--- config.mk ---
export PLATFORM = sky130hd
export DESIGN_NAME = crom_basis
export DESIGN_NICKNAME = d
export VERILOG_FILES = /design/src/rtl/crom_pkg.sv /design/src/rtl/crom_basis.sv
export SDC_FILE = /design/constraint.sdc
export NUM_CORES = 2
export LEC_CHECK = 0
export ABC_AREA = 1
export BUFFER_PORTS_ARGS = -buffer_cell sky130_fd_sc_hd__buf_4
export CAP_MARGIN = 30
export CORE_MARGIN = 10
export CORE_UTILIZATION = 45
export DETAILED_ROUTE_END_ITERATION = 12
export PLACE_DENSITY = 0.71
export SETUP_SLACK_MARGIN = 0.4
export SLEW_MARGIN = 20
export SYNTH_ARGS = -nofsm -noshare
export SYNTH_HDL_FRONTEND = slang
export SYNTH_SLANG_ARGS = --single-unit
--- constraint.sdc ---
create_clock -name clk -period 6.08 [get_ports clk]
set_clock_uncertainty 0.15 [all_clocks]
set_input_delay 0.608 -clock clk [delete_from_list [all_inputs] [get_ports clk]]
set_output_delay 0.608 -clock clk [all_outputs]
set_load 0.02 [all_outputs]
--- src/rtl/crom_pkg.sv ---
package crom_pkg;

	localparam int DEF_VALUE_WIDTH = 32;
	localparam int DEF_T_FRAC_BITS = 16;

	localparam int NUM_TAPS = 4;

	localparam int W_GUARD_BITS = 5;
	localparam int ACC_GUARD_BITS = 2;

endpackage

--- src/rtl/crom_basis.sv ---
module crom_basis #(
	parameter int VALUE_WIDTH = crom_pkg::DEF_VALUE_WIDTH,
	parameter int T_FRAC_BITS = crom_pkg::DEF_T_FRAC_BITS,
	parameter int W_WIDTH     = crom_pkg::DEF_T_FRAC_BITS + crom_pkg::W_GUARD_BITS
) (
	input  logic                          clk,
	input  logic                          arst_n,
	input  logic                          in_valid,
	input  logic        [T_FRAC_BITS:0]   t_param,
	input  logic signed [VALUE_WIDTH-1:0] ctrl [crom_pkg::NUM_TAPS],
	output logic                          valid_s3,
	output logic signed [W_WIDTH-1:0]     w_s3 [crom_pkg::NUM_TAPS],
	output logic signed [VALUE_WIDTH-1:0] ctrl_s3 [crom_pkg::NUM_TAPS]
);
	import crom_pkg::*;

	localparam int TW = T_FRAC_BITS + 1;
	localparam int PW = 2 * TW;
	localparam logic [TW-1:0] T_ONE  = {1'b1, {T_FRAC_BITS{1'b0}}};
	localparam logic [PW-1:0] T_HALF = PW'(1) << (T_FRAC_BITS - 1);

	logic        [TW-1:0]          t_clamp;
	logic        [PW-1:0]          sq;
	logic        [PW-1:0]          cu;
	logic                          valid_s1, valid_s2;
	logic        [TW-1:0]          t_s1, t2_s1;
	logic        [TW-1:0]          t_s2, t2_s2, t3_s2;
	logic signed [VALUE_WIDTH-1:0] ctrl_s1 [NUM_TAPS];
	logic signed [VALUE_WIDTH-1:0] ctrl_s2 [NUM_TAPS];
	logic signed [W_WIDTH-1:0]     e_t, e_t2, e_t3, e_one;

	// stage 1: clamp t and square it
	assign t_clamp = (t_param > T_ONE) ? T_ONE : t_param;
	assign sq      = PW'(t_clamp) * PW'(t_clamp) + T_HALF;

	// stage 2: cube
	assign cu = PW'(t2_s1) * PW'(t_s1) + T_HALF;

	// stage 3: doubled basis weights
	assign e_t   = $signed(W_WIDTH'(t_s2));
	assign e_t2  = $signed(W_WIDTH'(t2_s2));
	assign e_t3  = $signed(W_WIDTH'(t3_s2));
	assign e_one = $signed(W_WIDTH'(T_ONE));

	always_ff @(posedge clk or negedge arst_n) begin
		if (!arst_n) begin
			valid_s1 <= 1'b0;
			valid_s2 <= 1'b0;
			valid_s3 <= 1'b0;
		end else begin
			valid_s1 <= in_valid;
			valid_s2 <= valid_s1;
			valid_s3 <= valid_s2;
		end
	end

	always_ff @(posedge clk) begin
		t_s1    <= t_clamp;
		t2_s1   <= sq[T_FRAC_BITS +: TW];
		ctrl_s1 <= ctrl;

		t_s2    <= t_s1;
		t2_s2   <= t2_s1;
		t3_s2   <= cu[T_FRAC_BITS +: TW];
		ctrl_s2 <= ctrl_s1;

		w_s3[0] <= (e_t2 <<< 1) - e_t3 - e_t;
		w_s3[1] <= (e_t3 <<< 1) + e_t3 - (e_t2 <<< 2) - e_t2 + (e_one <<< 1);
		w_s3[2] <= (e_t2 <<< 2) + e_t - (e_t3 <<< 1) - e_t3;
		w_s3[3] <= e_t3 - e_t2;
		ctrl_s3 <= ctrl_s2;
	end

endmodule

* Yosys cells after proc, flatten, opt, wreduce, memory -nomap -nowiden
Cells that the tools add are included.
** Word-level totals
- Register bits after elaboration :: 552
- Bits in latches :: 0
- Bits in writable memories :: 0
- Memory bits (read-only) :: 0
- Input port bits :: 148
- Output and inout port bits :: 213
- Word-level logic and storage cells :: 40
- Memories :: 0
** Operators by class
- $add $sub $neg :: 12
- Multiply operators :: 2
- Div/mod/pow operators :: 0
- $lt $le $gt $ge :: 1
- Eq/ne operators :: 0
- Shift-type cells :: 0
- Mux-type cells :: 1
- Bitwise logic cells :: 0
- Reduce and logical (&&, ||, !) cells :: 0
** Operator list (count)
- 33-bit by 16-bit adder with 33-bit output (second input constant) :: 2
- 17-bit by 17-bit multiplier with 33-bit output :: 2
- 20-bit by 18-bit subtractor with 21-bit output :: 2
- 21-bit by 19-bit adder with 21-bit output (second input constant) :: 1
- 21-bit by 18-bit subtractor with 21-bit output :: 1
- 19-bit by 17-bit adder with 20-bit output :: 1
- 19-bit by 18-bit subtractor with 20-bit output :: 1
- 19-bit by 19-bit subtractor with 20-bit output :: 1
- 18-bit by 17-bit adder with 19-bit output :: 1
- 18-bit by 17-bit subtractor with 19-bit output :: 1
- 17-bit by 17-bit subtractor with 18-bit output :: 1
- 17-bit > comparator (second input constant) :: 1
- 17-bit 2-to-1 mux :: 1

* Depth between registers and ports, before layout
- Depth after elaboration :: 4
- Gate-level depth with buffers :: 34
- Mapped depth without buffers :: 32

* Worst setup path before layout
No wires, ideal clock.
- Path type :: input-to-reg
- Start :: in t_param[6]
- End :: reg t2_s1[15]
- Setup time :: 0.119 ns
- Data arrival time :: 5.981 ns
- Required time :: 5.811 ns
- Path slack :: -0.170 ns
- Cell stages on the path :: 32
- Path buffers :: 2
- Cells stage by stage :: buf_6 > nor2_2 > nand2_1 > nor2_1 > nand2_1 > nand2_4 > inv_4 > buf_6 > nor2_2 > inv_2 > nor2_1 > inv_1 > fa_1 > inv_1 > fa_1 > inv_1 > fa_1 > inv_1 > fa_1 > fa_1 > inv_1 > fa_1 > inv_1 > ha_1 > a21o_1 > a21oi_1 > o21ai_0 > a21oi_1 > nand2_1 > nand2_1 > nand2_1 > xor2_1
** On the way
- Word-level cells in the longest chain between the ends :: 4
** Ends and longest elaborated chain
- from (decl) :: line crom_basis.sv:9 : input logic [T_FRAC_BITS:0] t_param,
- 17-bit > comparator :: line crom_basis.sv:33 : assign t_clamp = (t_param > T_ONE) ? T_ONE : t_param;
- 17-bit 2-to-1 mux :: line crom_basis.sv:33
- net t_clamp[4] :: line crom_basis.sv:22 : logic [TW-1:0] t_clamp;
- 17-bit by 17-bit multiplier with 33-bit output :: line crom_basis.sv:34 : assign sq = PW'(t_clamp) * PW'(t_clamp) + T_HALF;
- 33-bit by 16-bit adder with 33-bit output :: line crom_basis.sv:34
- net sq[31] :: line crom_basis.sv:23 : logic [PW-1:0] sq;
- to (signal assigned) :: line crom_basis.sv:59 : t2_s1 <= sq[T_FRAC_BITS +: TW];
- to (decl) :: line crom_basis.sv:26 : logic [TW-1:0] t_s1, t2_s1;
The timed path passes the listed nets, and every way through them passes these cells.

* Worst setup path after layout
- Start :: in t_param[1]
- End :: reg t2_s1[15]
Same word-level chain as after synthesis.

==> summary.txt <==
Critical path
  • CP most frequent cell: fa_1
  • Crit end category: register
  • Worst setup SP type: primary input
  • CP peak stage delay: 0.50 ns
  • Worst reg2reg path depth: 22
  • Worst Setup Path Type: primary input to register
  • Crit path from: t_param[1]
  • CP endpoint: t2_s1[15]
  • R2r setup slk: 0.41 ns
  • CP Data Required Time: 6.43 ns
  • Slowest library cell on the worst path: fa_1
  • RR Startpoint: t2_s1[5]
  • Crit path arrival time: 6.26 ns
  • CP Max Fanout: 7
  • R2R Path End: t3_s2[9]

STA
  • Fin. Hold Viols: 0
  • Relative slew slack: 35.3%
  • Min Hold Slack: 0.165 ns
  • Fin crit period: 5.92 ns
  • RSZ-0062 raised after global routing: true
  • Max Freq: 169 MHz
  • Worst slew pin tran: 0.961 ns
  • Final Max Tran Viols: 0
  • Period Utilization, post-route: 97.3%
  • Final setup violation count: 0

Clocking
  • Clk buf depth: 3
  • Clk_lat worst skew: 0.62 ns
  • H-tree Lvls: 2
  • Num CTS Buffers: 54
  • Worst-path clk slew: 0.07 ns
  • Sink Count: 550
  • Clock Root Buffer: clkbuf_16
  • CTS tree: built

Placed design
  • Detailed Place HPWL: 79900 um
  • GP Congestion: 0.931
  • Buffers on Ports: 360

Floorplanning
  • I/O pins: 361
  • Area of the core: 77700 um2
  • Die Ht: 300 um
  • Horiz. Die Dim: 300 um
  • Initial Util: 45.5%
  • DIE AREA: 90300 um2
  • Core Rows: 102

Layout
  • Most common cell after layout, fill and taps aside: inv_1
  • Layout Nets: 5466
  • Share of cells above drive strength 1: 20.3%
  • Area growth, synth to finish: 27.8%
  • Most frequent cells in the layout: inv_1, buf_4, nand2_1
  • # fillers: 6491

Synth
  • Syn Inst Count: 3733
  • Avg Inst Size Synth: 9.48 um2
  • Post-synth EDFFs: 0
  • Synth area leader: dfxtp_1
  • Ys Warns: 0
  • Area contributors post-synth: dfxtp_1, fa_1, ha_1, inv_1, nand2_1
  • Sequential cell area fraction in the yosys report: 31.2%
  • Netlist cell types: 54
  • Post-synth ARST share: 0.545%
  • Yosys reg bits: 550
  • Area share of the largest cell type after synthesis: 30.9%
  • Most used DFF post-synth: dfxtp_1
  • Synth Cell Area: 35400 um2

Drt
  • Remaining routing DRC violations: 0
  • Initial DRC count: 1168
  • ANT nets after route: 0
  • Vias/cell: 4.77
  • Routed len/inst: 17.8 um
  • Vias: 26600
  • Initial DRT Pass Iterations: 6
  • DRT Wirelength: 99400 um

Job
  • Max-Cap Viols: 0

Status
  • Status: completed

Global routing
  • Vias in the first global route: 29100
  • All-Layer GR Usage: 22.0%
  • Congestion Overflow GR: 0
  • Pin count of the biggest net entering global routing: 19
  • Initial antenna violation count: 0
  • First-pass GRT wire length: 157000 um

Min path
  • Hold crit path type: register to register
==> metrics by stage <==
| stage | worst slack [ns] | TNS [ns] | instance area, um2 | std cells | utilization, % |
|---|---|---|---|---|---|
| CTS | 0.244 | 0 | 44800 | 5570 | 57.6 |
| floorplan | -0.0303 | -0.0552 | 35700 | 3755 | - |
| detailed placement | -0.774 | -10.76 | 41200 | 5321 | 53.0 |
| finish | 0.165 | 0 | 45200 | 5578 | 58.2 |
| global placement | -0.651 | -8.75 | 41200 | 5321 | 53.0 |
| global route | -0.0506 | -0.155 | 45200 | 5577 | 58.2 |
==> critical path: cells and delay by family <==
kind                     cells  cell delay [ns]
XOR/XNOR                     1             0.14
adder cells (fa/ha/maj)      7             3.14
AND/OR/NAND/NOR             10             1.06
buffers and inverters        9             0.65
AO/OA/AOI/OAI                4             0.65
==> layout make-up <==
class,count,area (um2),share of cell area (%)
tap,1040,1300,2.88
timing repair buffer,764,6180,13.7
antenna,1,2.50,0.00553
clock buffer,78,1560,3.45
timing repair inverter,1,8.76,0.0194
sequential,550,11100,24.5
inverter,873,3290,7.28
clock inverter,23,293,0.647
multi-input combinational,2248,21500,47.6
==> cells by family (layout without fill, tap and decap cells) <==
kind of cell	Yosys count	after routing	synth area share (%)
AOI/OAI and AO/OA	343	343	5.52
xor gates and xnor gates	136	136	3.39
adders and majority gates	826	826	39.1
buffers and inverters	957	1739	10.3
DFF	550	550	31.2
other	2	25	0.0212
and+or+nand+nor	919	919	10.5
==> sequential cells by signal, summed over array words and instances, names as in the netlist <==
signal,cells
ctrl_s1,128
ctrl_s2,128
ctrl_s3,128
w_s3,78
t2_s1,17
t2_s2,17
t3_s2,17
t_s1,17
t_s2,17
valid_s1,1
valid_s2,1
valid_s3,1
==> cell usage after synthesis (3+ instances only) <==
| cell type | count |
|---|---|
| nor2_2 | 7 |
| a31oi_1 | 16 |
| xnor2_1 | 48 |
| o21ai_2 | 3 |
| dfrtp_1 | 3 |
| nor2_1 | 182 |
| xor2_1 | 87 |
| clkbuf_1 | 73 |
| o21ai_1 | 9 |
| nor4_1 | 9 |
| nor3_1 | 25 |
| o311ai_0 | 3 |
| o21a_1 | 5 |
| o21bai_1 | 6 |
| o211ai_1 | 3 |
| inv_2 | 6 |
| a21oi_1 | 171 |
| a211oi_1 | 5 |
| dfxtp_1 | 547 |
| buf_4 | 6 |
| o21ai_0 | 75 |
| ha_1 | 357 |
| nand3_1 | 57 |
| inv_1 | 864 |
| o31ai_1 | 5 |
| nor2_4 | 5 |
| nand3b_1 | 3 |
| buf_6 | 3 |
| a21o_1 | 25 |
| fa_1 | 469 |
| nand2_1 | 612 |
| nand4_1 | 10 |
==> what timing repair did <==
item,in CTS,in global routing
hold buffers,130,0
pin swaps,25,25
endpoints found under the setup margin,32,33
resized for setup,84,102
buffers inserted,17,7
cloned,1,0
endpoints found under the hold margin,132,0
==> routing by layer <==
layer  GRT usage (%)  wire, um
met1            24.9     38300
met4            8.01      3760
met3            4.96      7520
met2            39.9     49800
met5               0         0
==> worst min-delay path by stage <==
stage	cells after the start	to	slack, ns	startpoint
3_5_place_dp	0	ctrl_s2[10]	0.16	ctrl_s1[10]
6_report	0	ctrl_s3[76]	0.16	ctrl_s2[76]
3_3_place_gp	0	ctrl_s3[70]	0.16	ctrl_s2[70]
2_1_floorplan	0	valid_s1	0.16	arst_n
5_1_grt	2	t_s1[16]	0.16	t_param[16]
4_1_cts	2	t_s1[16]	0.16	t_param[16]
Power is left out: the tool's default activity adds up to more than one toggle a clock period on the data nets, which glitch-free logic cannot reach.
