### config.mk
export PLATFORM = sky130hd
export DESIGN_NAME = crom_sat
export DESIGN_NICKNAME = d
export VERILOG_FILES = /design/src/rtl/crom_pkg.sv /design/src/rtl/crom_sat.sv
export SDC_FILE = /design/constraint.sdc
export NUM_CORES = 1
export LEC_CHECK = 0
export BUFFER_PORTS_ARGS = -buffer_cell sky130_fd_sc_hd__buf_2
export CAP_MARGIN = 10
export CORE_UTILIZATION = 40
export DETAILED_ROUTE_END_ITERATION = 8
export GPL_ROUTABILITY_DRIVEN = 0
export PLACE_DENSITY = 0.75
export REMOVE_ABC_BUFFERS = 1
export SYNTH_ARGS = -nofsm -noshare
export SYNTH_HDL_FRONTEND = slang
export SYNTH_SLANG_ARGS = --single-unit
### constraint.sdc
create_clock -name clk -period 0.8 [get_ports clk]
set_input_delay 0.04 -clock clk [delete_from_list [all_inputs] [get_ports clk]]
set_output_delay 0.04 -clock clk [all_outputs]
set_load 0.05 [all_outputs]
### src/rtl/crom_pkg.sv
package crom_pkg;

	localparam int DEF_VALUE_WIDTH = 32;
	localparam int DEF_T_FRAC_BITS = 16;

	localparam int NUM_TAPS = 4;

	localparam int W_GUARD_BITS = 5;
	localparam int ACC_GUARD_BITS = 2;

endpackage

### src/rtl/crom_sat.sv
module crom_sat #(
	parameter int VALUE_WIDTH = crom_pkg::DEF_VALUE_WIDTH,
	parameter int T_FRAC_BITS = crom_pkg::DEF_T_FRAC_BITS,
	parameter int ACC_WIDTH   = crom_pkg::DEF_VALUE_WIDTH + crom_pkg::DEF_T_FRAC_BITS
		+ crom_pkg::W_GUARD_BITS + crom_pkg::ACC_GUARD_BITS
) (
	input  logic                          clk,
	input  logic                          arst_n,
	input  logic                          valid_s7,
	input  logic signed [ACC_WIDTH-1:0]   acc_s7,
	output logic                          valid_s8,
	output logic signed [VALUE_WIDTH-1:0] value_s8,
	output logic                          ovf_s8
);
	localparam int SH_W = ACC_WIDTH - T_FRAC_BITS - 1;
	localparam logic [VALUE_WIDTH-1:0] V_MAX = {1'b0, {(VALUE_WIDTH-1){1'b1}}};
	localparam logic [VALUE_WIDTH-1:0] V_MIN = {1'b1, {(VALUE_WIDTH-1){1'b0}}};

	logic [SH_W-1:0]          sh;
	logic [SH_W-VALUE_WIDTH:0] upper;
	logic                     fits;

	// drop the fraction; the rounding bias is already in the sum
	assign sh    = acc_s7[ACC_WIDTH-1:T_FRAC_BITS+1];
	assign upper = sh[SH_W-1:VALUE_WIDTH-1];
	assign fits  = (&upper) | ~(|upper);

	always_ff @(posedge clk or negedge arst_n) begin
		if (!arst_n) begin
			valid_s8 <= 1'b0;
		end else begin
			valid_s8 <= valid_s7;
		end
	end

	always_ff @(posedge clk) begin
		ovf_s8 <= ~fits;
		if (fits) begin
			value_s8 <= sh[VALUE_WIDTH-1:0];
		end else if (sh[SH_W-1]) begin
			value_s8 <= V_MIN;
		end else begin
			value_s8 <= V_MAX;
		end
	end

endmodule

# Word-level counts from Yosys, hierarchy flattened
# Cells that the tools add are included.
# Widths: inputs -> output; s select.
[classes]
n_mux = 2
bitwise = 3
reduce_logical = 2
[op_table]
columns = ["cell", "n"]
rows = [
  ["$mux 32", 2],
  ["$reduce_and 7->1", 1],
  ["$reduce_or 7->1", 1],
  ["$not 1->1", 2],
  ["$or 1x1->1", 1],
]
[word_totals]
reg_bits = 34
input_bits = 58
elab_cells = 10

# Depth between registers and ports, before layout
# Gate-level depths: netlist of the first run.
[logic_depth]
depth_word = 4
mapped_depth = 5

# Worst setup path after synthesis of the first run
# Ideal clock, no wire load.
[synth_timing]
path_kind = "in2reg"
from = "in acc_s7[51]"
to = "reg value_s8[10]"
arrival_time_ns = 1.038
required_ns = 0.675
path_slack_ns = -0.364
cell_stages = 5
cell_sequence = "or4_4 buf_6 buf_12 nor4_2 o2bb2ai_1"
[synth_between]
elab_chain_len = 4
[synth_rtl]
columns = ["element", "line_no", "text"]
rows = [
  ["start, declared", "crom_sat.sv:10", "input logic signed [ACC_WIDTH-1:0] acc_s7,"],
  ["$reduce_or 7->1", "crom_sat.sv:26", "assign fits = (&upper) | ~(|upper);"],
  ["$not 1->1", "crom_sat.sv:26", ""],
  ["$or 1x1->1 (*)", "crom_sat.sv:26", ""],
  ["$mux 32 (*)", "crom_sat.sv:38", "if (fits) begin"],
  ["end signal, assigned", "crom_sat.sv:39", "value_s8 <= sh[VALUE_WIDTH-1:0];"],
  ["end, declared", "crom_sat.sv:12", "output logic signed [VALUE_WIDTH-1:0] value_s8,"],
]
# Mark *: on every way between the ends. The rest lies on a longest branch, timed or not.

# Final worst setup path of the first run
[layout_timing]
from = "in acc_s7[51]"
to = "reg value_s8[24]"
# The elaborated chain is that of the path after synthesis.

==> out/qor.yml, run 1 <==
die_x_um: 63.7
seqPwrFrac: 0.440
track_usage: 0.220
ant_nets: 0
ir_drop_uv: 724
violations: "negative setup slack"
max_freq_mhz: 974
path_class: "in2reg"
yosysMostFrequentCell: "dfxtp_1"
drive_gt1_frac: 0.716
synth_xor_area_frac: 0
tns_ns: -5.39
p_comb_frac: 0.271
setup_viol: 43
crit_end: "value_s8[24]$_DFF_P_"
synthSimpleGateAreaFrac: 0.271
required_ns: 0.97
die_y_um: 63.7
end_kind: "flip-flop"
outcome: "complete, but fails checks"
finalCritPeriodShare: 1.28
syn_area_um2: 1520
drc_errors: 0
worst_pin_slew_ns: 0.231
final_nets: 282
portBuffers: 74
rsz0062_at_grt: "true"
synth_area_leaders: "dfxtp_1 (43%), nor4_2 (25%), o2bb2ai_1 (18%)"
drt_iter0_drc: 63
synth_warnings: 0
swShare: 0.317
via_count: 1468
hold_viol: 0
instances_no_fill: 273
synth_top_family_by_area: "simple AND/OR/NAND/NOR gates"
clk_path_buf_depth: 2
core.rowCount: 22
clock_sinks: 34
critPathMaxStageDelay_ns: 0.58
synth_top_area_cell: "dfxtp_1"
grt_overflow: 0
ioPinCount: 92
ctsRootBufferMaster: "clkbuf_8"
clock_power_share: 0.289
cts_tree: "done"
path_cells: "buf_6 -> or4_4 -> buf_12 -> nor4_2 -> o2bb2ai_1"
grt_pass1_vias: 1460
hpwl_um: 2310
synth_top_area_share: 0.434
synth.mux.area_fraction: 0
fillCellCount: 244
dp_cells: 236
cts.clk_slew.worst_paths_ns: 0.07
synth_flop_cell: "dfxtp_1"
finalPower_mw: 4.24
hp-class: "in2reg"
gr-usage-met3: 0.0272
relSlewSlack: 0.845
ys_ff_latch: 34
period_minus_slack_ns: 1.03
grtUsageMet1: 0.231
switching_power_mw: 1.34
timing.final.ws_setup_ns: -0.227
maxCapViolations: 0
diodes: 0
coreArea_um2: 3660
met2_usage: 0.407
layout-area-overhead-vs-synth_pct: 82.4
critPathMaxFanout: 17
wl_per_cell_um: 15.8
grt_pass1_wl_um: 6840
start_kind: "input pin"
vias_per_cell: 5.38
yosys.area_share.adder: 0
drv_slew: 0
crit_slowest_cell: "or4_4"
synth_edf_count: 0
p_per_area_nw_per_um2: 1520
die-area_um2: 4060
yosysSeqAreaShare: 0.450
synth_cell_type_count: 15
fin_util: 0.759
async_flop_share: 0.0294
ctsHtreeMaxLevel: 2
yosys-top-cells-count: "dfxtp_1 (33), o2bb2ai_1 (31), nor4_2 (30)"
cp.arrival_ns: 1.20
synthCells: 122
cts_buffers: 5
grt_max_degree: 24
synth_compound_area_frac: 0.182
grt_most_used_layer: "met2"
antenna_found_initial: 0
power.internal_mw: 2.89
wirelength_um: 4320
critPathLaunch: "acc_s7[51]"
first_pass_iters: 4
avgSynthCellArea_um2: 12.5
p_leak_nw: 1.02
initial_core_util: 0.416
==> worst min path at each step <==
stage,start,cells after the start,end
CTS,acc_s7[25],2,value_s8[8]$_DFF_P_
global placement,arst_n,1,valid_s8$_DFF_PN0_
floorplan,arst_n,0,valid_s8$_DFF_PN0_
detailed placement,arst_n,1,valid_s8$_DFF_PN0_
global route,acc_s7[26],2,value_s8[9]$_DFF_P_
finish,acc_s7[26],2,value_s8[9]$_DFF_P_
==> worst max-delay path, delay by kind of cell <==
family                 cells  cell delay (ns)
AO/OA/AOI/OAI              1             0.12
buffers and inverters      2             0.28
AND/OR/NAND/NOR            2             0.75
==> layout by cell type (no fill, tap or decap), types with 2 or more instances in the layout <==
cell,n
buf_12,6
buf_2,39
buf_4,5
buf_6,22
buf_8,14
clkbuf_8,5
clkinv_2,2
dfxtp_2,33
dlygate4sd3_1,29
nor4_2,21
nor4_4,11
o2bb2ai_1,30
==> power groups by stage <==
stage,combinational (mW),sequential [mW],clock [mW]
after CTS,1.07,1.85,1.23
final,1.15,1.86,1.23
after detailed placement,0.828,1.85,0
after global placement,0.824,1.85,0
after floorplan,0.0778,2.20,0
after global routing,1.20,1.87,1.34
==> registers in the layout, summed over array words and instances, names as in the netlist <==
signal and count:
value_s8 32, valid_s8 1, ovf_s8 1
==> through the flow <==
step	hold WS (ns)	instance area (um2)	setup slack [ns]
global route	0.00785	2780	-0.256
detailed placement	-0.184	1970	-0.488
finish	0.0164	2780	-0.227
floorplan	-0.256	1380	-0.689
global placement	-0.186	1970	-0.473
CTS	0.00188	2650	-0.185
==> routing by layer <==
metal,part of all wire,vias to the layer above
met5,0,-
met4,0.029,0
met3,0.036,12
met2,0.58,54
met1,0.35,717
li1,-,685
==> repair_timing <==
| item | CTS | global route |
|---|---|---|
| hold buffers | 28 | 1 |
| buffers inserted | 0 | 0 |
| endpoints found under the hold margin | 28 | 1 |
| gates resized for setup | 109 | 22 |
| setup endpoints to repair | 66 | 66 |
| pin swaps | 3 | 1 |
| cloned | 0 | 0 |
==> cells by family (layout without fill, tap and decap cells) <==
kind of cell / count (synthesis) / after routing
compound gates: 32 / 32
simple gates: 36 / 36
buf+inv: 20 / 123
flops: 34 / 34
==> final cells by class <==
| type | instances | area [um2] | share of cell area |
|---|---|---|---|
| Sequential cell | 34 | 727 | 0.262 |
| Tap cell | 48 | 60.1 | 0.0216 |
| Clock inverter | 2 | 10.0 | 0.00360 |
| Multi-Input combinational cell | 68 | 807 | 0.291 |
| Timing Repair Buffer | 115 | 1100 | 0.396 |
| Clock buffer | 6 | 72.6 | 0.0261 |
Note: power is estimated with default switching activity, not from simulation.
==> run 2, diff against run 1 <==
--- a/config.mk
+++ b/config.mk
@@ -5,12 +5,11 @@
 export SDC_FILE = /design/constraint.sdc
 export NUM_CORES = 1
 export LEC_CHECK = 0
-export BUFFER_PORTS_ARGS = -buffer_cell sky130_fd_sc_hd__buf_2
 export CAP_MARGIN = 10
 export CORE_UTILIZATION = 40
 export DETAILED_ROUTE_END_ITERATION = 8
+export DONT_BUFFER_PORTS = 1
 export GPL_ROUTABILITY_DRIVEN = 0
-export PLACE_DENSITY = 0.75
 export REMOVE_ABC_BUFFERS = 1
 export SYNTH_ARGS = -nofsm -noshare
 export SYNTH_HDL_FRONTEND = slang
==> out/qor.yml, run 2 (same netlist as run 1, synthesis figures left out) <==
wirelength_um: 3220  # -25%
cts_setup_buffers: 0  # unchanged
finalCritPeriodShare: 1.15  # -0.139
grt_max_degree: 35  # +46%
switching_power_mw: 1.06  # -21%
core.rowCount: 22  # unchanged
setup_viol: 32  # -26%
drive_gt1_frac: 0.713  # -0.00222
largest_reg_flops: 32  # unchanged
outcome: "complete, but fails checks"
drt-met1-wl_um: 1200  # -22%
final_nets: 207  # -27%
worst_pin_slew_ns: 0.229  # -0.00184 ns
p_leak_nw: 0.674  # -34%
p_per_area_nw_per_um2: 1810  # +19%
die_x_um: 63.7  # unchanged
track_usage: 0.171  # -0.0486
final_common_cell: "o2bb2ai_1"
ctsRootBufferMaster: "clkbuf_8"
hp-class: "in2reg"
fillCellCount: 297  # +22%
drt_iter0_drc: 89  # +41%
first_pass_iters: 4  # unchanged
reg.largest.list: "value_s8 x32, ovf_s8 x1, valid_s8 x1"
violations: "negative hold slack, negative setup slack"
cp.arrival_ns: 1.08  # -0.12 ns
clock_sinks: 34  # unchanged
pre_cts_slack_ns: -0.382  # +0.106 ns
cts_buffers: 5  # unchanged
placedInstanceArea_um2: 1740  # -12%
max_freq_mhz: 1090  # +12%
vias_per_cell: 5.83  # +8.4%
required_ns: 0.96  # about the same
ioPinCount: 92  # unchanged
wl_per_cell_um: 16.3  # +2.8%
seqPwrFrac: 0.484  # +0.044
portBuffers: 0  # -100%
p_comb_frac: 0.184  # -0.087
holdWs_ns: -0.202  # -0.218 ns
critPathMaxFanout: 23  # +6
relSlewSlack: 0.846  # +0.00124
cts_tree: "done"
antenna_found_initial: 0  # unchanged
diodes: 0  # unchanged
met2WireLength_um: 1650  # -34%
clk_path_buf_depth: 2  # unchanged
maxCapViolations: 0  # unchanged
ctsHtreeMaxLevel: 2  # unchanged
ant_nets: 0  # unchanged
top_register: "value_s8"
period_minus_slack_ns: 0.916  # -0.111 ns
layout-area-overhead-vs-synth_pct: 39.4
power.internal_mw: 2.78  # -3.8%
hold_viol: 33  # +33
timing.final.ws_setup_ns: -0.116  # +0.111 ns
cts.clk_slew.worst_paths_ns: 0.07  # about the same
rsz0062_at_grt: "true"
drc_errors: 0  # unchanged
grt_pass1_vias: 1145  # -22%
initial_core_util: 0.416  # unchanged
maxUsedRoutingLayer: "met4"
path_class: "in2reg"
dr_wl_met3_um: 334  # +110%
hpwl_um: 2090  # -9.5%
coreArea_um2: 3660  # unchanged
via_count: 1154  # -21%
fin_util: 0.580  # -0.179
clock_power_share: 0.332  # +0.043
drv_slew: 0  # unchanged
die_y_um: 63.7  # unchanged
start_kind: "input pin"
die-area_um2: 4060  # unchanged
ir_drop_uv: 1350  # +86%
ctsHoldBuffers: 3  # -89%
design_area_um2: 2120  # -24%
grt_overflow: 0  # unchanged
end_kind: "flip-flop"
grt_pass1_wl_um: 5260  # -23%
layout_common_cells: "o2bb2ai_1 (31), dfxtp_2 (30), nor4_2 (28)"
swShare: 0.276  # -0.0413
hold_path_depth: 0  # -2
==> run 2: cell types whose count changed in the layout (fill, tap and decap cells not counted), sizes merged <==
| cell | before | now |
|---|---|---|
| clkbuf | 6 | 7 |
| dlygate4sd3 | 29 | 3 |
| buf | 86 | 37 |
| clkinv | 2 | 1 |
==> run 2: worst max-delay path, cell delays in order <==
cell and delay, ns:
or4_4 0.55, buf_12 0.19, nor4_2 0.17, o2bb2ai_1 0.12
==> run 2: layout make-up <==
class | count | area (um2) | share of cell area
clock buffer | 7 | 86.3 | 0.0407
clock inverter | 1 | 5.00 | 0.00236
multi-input combinational | 68 | 724 | 0.341
sequential | 34 | 723 | 0.341
tap | 48 | 60.1 | 0.0283
timing repair buffer | 40 | 524 | 0.247
==> run 2: path summary, 6_finish.rpt <==
kind | startpoint | end | slack, ns
max | acc_s7[51] | value_s8[24]$_DFF_P_ | -0.12
min | acc_s7[54] | value_s8[31]$_DFF_P_ | -0.20
max in group asynchronous | arst_n | valid_s8$_DFF_PN0_ | 0.18
min in group asynchronous | arst_n | valid_s8$_DFF_PN0_ | 0.52
==> run 2: what timing repair did <==
item	in CTS	in global routing
setup endpoints to repair	65	66
endpoints found under the hold margin	35	33
gates resized for setup	72	13
==> run 2: per-stage QoR <==
step	cells	power (mW)	hold slack (ns)	setup TNS (ns)
floorplan	102	2.27	-0.256	-19.80
global placement	187	2.44	-0.256	-10.20
detailed placement	187	2.45	-0.256	-10.84
CTS	198	3.86	-0.218	-1.47
global route	198	3.99	-0.227	-3.54
finish	198	3.84	-0.202	-1.74
==> run 2: power by group through the flow <==
stage	Combinational (mW)	Clock [mW]	Sequential (mW)
after floorplan	0.0778	0	2.20
after global placement	0.592	0	1.85
after detailed placement	0.597	0	1.86
after CTS	0.684	1.32	1.86
after global routing	0.731	1.39	1.87
final	0.706	1.27	1.86
==> run 2: metal layers <==
metal  GRT usage  up-vias
li1            -      538
met1       0.180      553
met2       0.289       56
met3      0.0851        7
met4      0.0682        0
met5           0        -
